--- src/design/uvsm_queue.sv ---
module uvsm_queue #(
  parameter int W     = 8,
  parameter int DEPTH = 4
) (
  input  logic         clk,
  input  logic         rst,
  input  logic         push,
  input  logic [W-1:0] wdata,
  output logic         full,
  output logic         empty,
  input  logic         pop,
  output logic [W-1:0] rdata
);

  localparam int PW = (DEPTH > 1) ? $clog2(DEPTH) : 1;
  localparam int CW = $clog2(DEPTH + 1);

  logic [W-1:0]  mem [DEPTH];
  logic [PW-1:0] wr;
  logic [PW-1:0] rd;
  logic [CW-1:0] cnt;
  logic          do_push;
  logic          do_pop;

  assign do_push = push & ~full;
  assign do_pop  = pop & ~empty;
  assign full    = (cnt == CW'(DEPTH));
  assign empty   = (cnt == '0);
  assign rdata   = mem[rd];

  always_ff @(posedge clk) begin
    if (rst) begin
      wr  <= '0;
      rd  <= '0;
      cnt <= '0;
    end else begin
      if (do_push) begin
        wr <= (wr == PW'(DEPTH - 1)) ? '0 : wr + 1'b1;
      end
      if (do_pop) begin
        rd <= (rd == PW'(DEPTH - 1)) ? '0 : rd + 1'b1;
      end
      cnt <= cnt + CW'(do_push) - CW'(do_pop);
    end
  end

  always_ff @(posedge clk) begin
    if (do_push) begin
      mem[wr] <= wdata;
    end
  end

endmodule

--- config.mk ---
export PLATFORM = sky130hd
export DESIGN_NAME = uvsm_queue
export DESIGN_NICKNAME = d
export VERILOG_FILES = /design/src/design/uvsm_queue.sv
export SDC_FILE = /design/constraint.sdc
export NUM_CORES = 1
export LEC_CHECK = 0
export ABC_CLOCK_PERIOD_IN_PS = 2250
export BUFFER_PORTS_ARGS = -buffer_cell sky130_fd_sc_hd__buf_2
export CAP_MARGIN = 10
export CELL_PAD_IN_SITES_DETAIL_PLACEMENT = 1
export CELL_PAD_IN_SITES_GLOBAL_PLACEMENT = 1
export CORE_ASPECT_RATIO = 0.9
export CORE_MARGIN = 1
export CORE_UTILIZATION = 25
export CTS_CLUSTER_SIZE = 25
export DETAILED_ROUTE_END_ITERATION = 7
export HOLD_SLACK_MARGIN = 0.12
export PLACE_DENSITY = 0.51
export SLEW_MARGIN = 30
export SYNTH_ARGS = -nofsm -noshare
export SYNTH_HDL_FRONTEND = slang
export SYNTH_SLANG_ARGS = --single-unit
--- constraint.sdc ---
create_clock -name clk -period 2.25 [get_ports clk]
set_clock_uncertainty 0.1 [all_clocks]
set_input_delay 0.3375 -clock clk [delete_from_list [all_inputs] [get_ports clk]]
set_output_delay 0.3375 -clock clk [all_outputs]
set_load 0.01 [all_outputs]
# Word-level counts from Yosys, hierarchy flattened
# Memory sizes are Yosys's and may differ from the RTL's. A register that Yosys moved wholly into a read port is not among the register bits.
# Cells that the tools add are included.
[word_totals]
mem_bits_ro = 0
word_cells = 22
memories = 1
ff_bits = 7
inputBits = 12
out_inout_bits = 10
mem_bits_rw = 32
latch_bits = 0
[memory_table]
columns = ["memory", "words", "width", "read_ports", "rd_ports_with_merged_regs", "wr", "line", "text"]
rows = [
  ["mem", 4, 8, 1, 1, 1, "18", "logic [W-1:0] mem [DEPTH];"],
]
[op_classes]
n_reduce_logical = 1
n_bitwise = 4
n_addsub = 4
eq_ne = 3
n_shift = 0
muxes = 6
magnitude_cmp = 0
n_mul = 0
div_mod_pow = 0
[ops]
columns = ["operator", "count"]
rows = [
  ["$mux 2", 4],
  ["$add 2x1->2 const B", 2],
  ["$eq 2x2->1 const B", 2],
  ["$add 3x1->3", 1],
  ["$eq 3x3->1 const B", 1],
  ["$logic_not 3->1", 1],
  ["$sub 3x1->3", 1],
  ["$and 1x1->1", 2],
  ["$mux 1", 2],
  ["$not 1->1", 2],
]

# Logic depth before layout (Yosys ltp)
[logic_depth]
ltp_word = 5
depth_mapped = 11
depth_no_buf = 10

# Worst setup path before layout
# No wires, ideal clock.
[synth_timing]
kind = "register to register"
startpoint = "register cnt[2]"
endpoint = "register cnt[2]"
period_less_slack_ns = 2.286
t_arrival_ns = 2.071
required_time_ns = 2.035
slack_ns = -0.036
path_stages_with_launch = 12
path_buffers = 1
setup_ns = 0.115
cell_sequence = "dfxtp_1 > or3b_1 > buf_6 > and2_4 > inv_1 > ha_1 > inv_1 > ha_1 > fa_1 > xnor2_1 > xnor2_1 > nor2_1"
[synth_via]
elab_chain_cells = 5
elab_cells_between_ends = 8
cone_classes = "2 x add/sub; 1 x eq/ne; 4 x bitwise; 1 x reduce/logical"
[synth_rtl]
columns = ["item", "line", "text"]
rows = [
  ["start: declaration", "21", "logic [CW-1:0] cnt;"],
  ["start signal: assignment", "43", "cnt <= cnt + CW'(do_push) - CW'(do_pop);"],
  ["$eq 3x3->1", "27", "assign full = (cnt == CW'(DEPTH));"],
  ["$not 1->1", "25", "assign do_push = push & ~full;"],
  ["$and 1x1->1", "25", ""],
  ["$add 3x1->3", "43", ""],
  ["$sub 3x1->3 (*)", "43", ""],
]
# Every way passes the cells marked *; elsewhere a longest branch is shown, timed or not.
# A chain may end at the register's enable or synchronous reset.

# Final worst setup path
# Ends and elaborated chain as after synthesis.

==> summary.md <==
| Metric | Value |
|---|---|
| Status | finished clean |
| CTS H-tree lvls | 2 |
| Pre-CTS WS | -0.0549 ns |
| Buf+Inv Stages, Crit Path | 2 |
| WP data arrival | 2.29 ns |
| Row count | 27 |
| First-pass GRT wire length | 4770 um |
| Final WL | 3080 um |
| Post-synthesis compound-gate area fraction | 2.29% |
| Detailed router's first-iteration violation count | 41 |
| Root Driver | clkbuf_8 |
| Routed Antenna Nets | 0 |
| Area contributors post-synth | edfxtp_1 59%, dfxtp_1 11%, mux4_2 11% |
| Grt ovf | 0 |
| Fraction of layout cells with a size suffix above 1 | 46.0% |
| DRT Pass-1 Iters | 4 |
| Cell count after synthesis | 92 |
| Worst Setup End Kind | flip-flop |
| Vias per std cell | 4.14 |
| Cell area after synthesis | 1640 sq um |
| Clock Latency Late Sink | 0.28 ns |
| Die Area | 6880 sq um |
| Fin. max-slew vios | 0 |
| Synth unique cells | 25 |
| Worst min path class | in -> reg |
| Slew HR | 69.4% |
| CP top delay family | adder cells |
| Layout Nets | 144 |
| Power, Total | 2.17 mW |
| Worst path slowest cell | or3b_4 |
| Critical path launch point type | flip-flop |
| Post-synthesis simple-gate area fraction | 5.73% |
| CP required | 2.33 ns |
| Gpl congestion | 0.658 |
| Top FF cell, synth | edfxtp_1 |
| GR Util All Layers | 9.87% |
| Final Cycle Share | 98.5% |
| PortBufs | 21 |
| Max_cap viols | 0 |
| Largest net degree at the start of global routing | 13 |
| DIE WIDTH | 87.3 um |
| Achievable Freq | 451 MHz |
| Post-Layout Inst Area | 2040 sq um |
| Setup violators final | 0 |
| Syn_nets | 112 |
| Leak Pwr | 0.756 nW |
| TritonCTS Sinks | 41 |
| Hold_ws | 0.170 ns |
| Post-Place Cell Area | 1870 sq um |
| Crit-path max FO | 4 |
| Syn Area/Cell | 17.8 sq um |
| Cell taking the most area after synthesis | edfxtp_1 |
| Area grow syn2layout | 24.5% |
| Fin crit period | 2.22 ns |
| P per Cell Area | 1070 nW/um^2 |
| CTS buffer count | 5 |
| CP max stage delay | 0.38 ns |
| Final WS setup | 0.0330 ns |
| Core Region | 6220 sq um |
| Worst-path cell chain | or3b_4 -> and2_4 -> inv_2 -> ha_4 -> inv_2 -> ha_4 -> fa_2 -> xnor2_2 -> xnor2_1 -> nor2_1 |
| Antenna diodes | 0 |
| Mux contribution to synthesized area | 11.6% |
| Largest family of logic cells by synthesized area | multiplexers |
| Synth top area share | 58.7% |
| Vias in the first global route | 950 |
| CTS tree | built |
| Placed wire-length estimate | 2130 um |
| Ports | 22 |
| Adder-Cell Fraction of Synth Area | 6.57% |
| Worst IR Drop VDD | 0.000402 V |
| Clock-pin slew on the worst setup and hold paths | 0.08 ns |
| CP Class | reg -> reg |
| Synth async-reset ratio | 0% |
| DIE HEIGHT | 78.8 um |
| DRC | 0 |
| Initial antenna violation count | 0 |
| Synth Register Bits | 41 |
| Post-synth EDFFs | 32 |
| TNS Setup | 0 ns |
| RSZ-0062 raised after global routing | true |
| Register Area | 1150 sq um |
| Initial core utilization | 26.3% |
| Clock Path Buffers | 2 |
| Sequential fraction of the synthesis area | 69.7% |
| Synth Warn # | 0 |
| Area occupied by multi-input gates | 489 sq um |
| DR WL/cell | 14.6 um |
| Post-synthesis xor/xnor area fraction | 1.07% |
| Worst slew pin tran | 0.459 ns |
| Via count | 874 |
| Fillers | 670 |
| Hold violation count in the final report | 0 |
==> cells in the mapped netlist, types with 2 or more instances <==
cell type   n
a21oi_1     2
and3_1      3
dfxtp_1     9
edfxtp_1   32
ha_1        7
inv_1       8
mux4_2      8
nand3_1     2
nor2_1      2
nor2b_1     2
nor3_1      2
xnor2_1     2
==> path summary, 6_finish.rpt <==
path	startpoint	end	slack, ns	cells after the start
max reg2reg	cnt[2]	cnt[2]	0.03	10
min	wdata[7]	mem[2][7]	0.17	1
max	cnt[2]	cnt[2]	0.03	10
min reg2reg	rd[0]	flip-flop	0.41	2
==> logic make-up (layout without fill, tap and decap cells) <==
kind of cell / after synthesis / after routing
flops: 41 / 41
simple gates: 16 / 16
buf+inv: 11 / 43
mux: 9 / 9
fa+ha+maj: 8 / 8
compound gates: 5 / 5
xor+xnor: 2 / 2
==> layout make-up <==
cell class	instances	area share [%]
inverters	8	1.47
clock buffers	5	3.37
flip-flops and latches	41	56.4
clock inverters	2	1.72
well taps	87	5.34
repair buffers	28	7.73
multi-input cells	40	24.0
==> flip-flops by register name, indices dropped and copies added, names as in the netlist, named ones only <==
signal and count:
wr 2, rd 2, cnt 3, mem 32
==> cells in the final DEF (no fill, tap or decap), drive strengths merged, types with 4 or more instances in the layout <==
cell	n
buf	28
edfxtp	32
and3	4
dfxtp	9
inv	8
clkbuf	5
ha	7
mux4	8
==> report_power, final <==
group	switching, mW	internal [mW]
clock	0.239	0.322
sequential	0.0586	0.932
combinational	0.295	0.327
total	0.593	1.58
==> through the flow <==
step	utilization (%)	cells
2_1_floorplan	-	92
3_3_place_gp	30.0	201
3_5_place_dp	30.0	201
4_1_cts	32.1	209
5_1_grt	32.8	211
6_report	32.8	211
==> routing by layer <==
layer | part of all wire (%) | up-vias | track usage [%]
met5 | 0 | - | 0
met4 | 2.5 | 0 | 5.57
met3 | 3.9 | 8 | 3.12
met2 | 51 | 23 | 17.0
met1 | 43 | 434 | 10.6
li1 | - | 409 | -
==> repair_timing <==
item                                   CTS  global route
setup buffers                            1             2
setup endpoints to repair                1             2
gates resized for setup                  5             7
endpoints found under the hold margin    0             0
pin swaps                                3             8
hold buffers                             0             0
No activity file was read; power rests on OpenSTA's default activity.
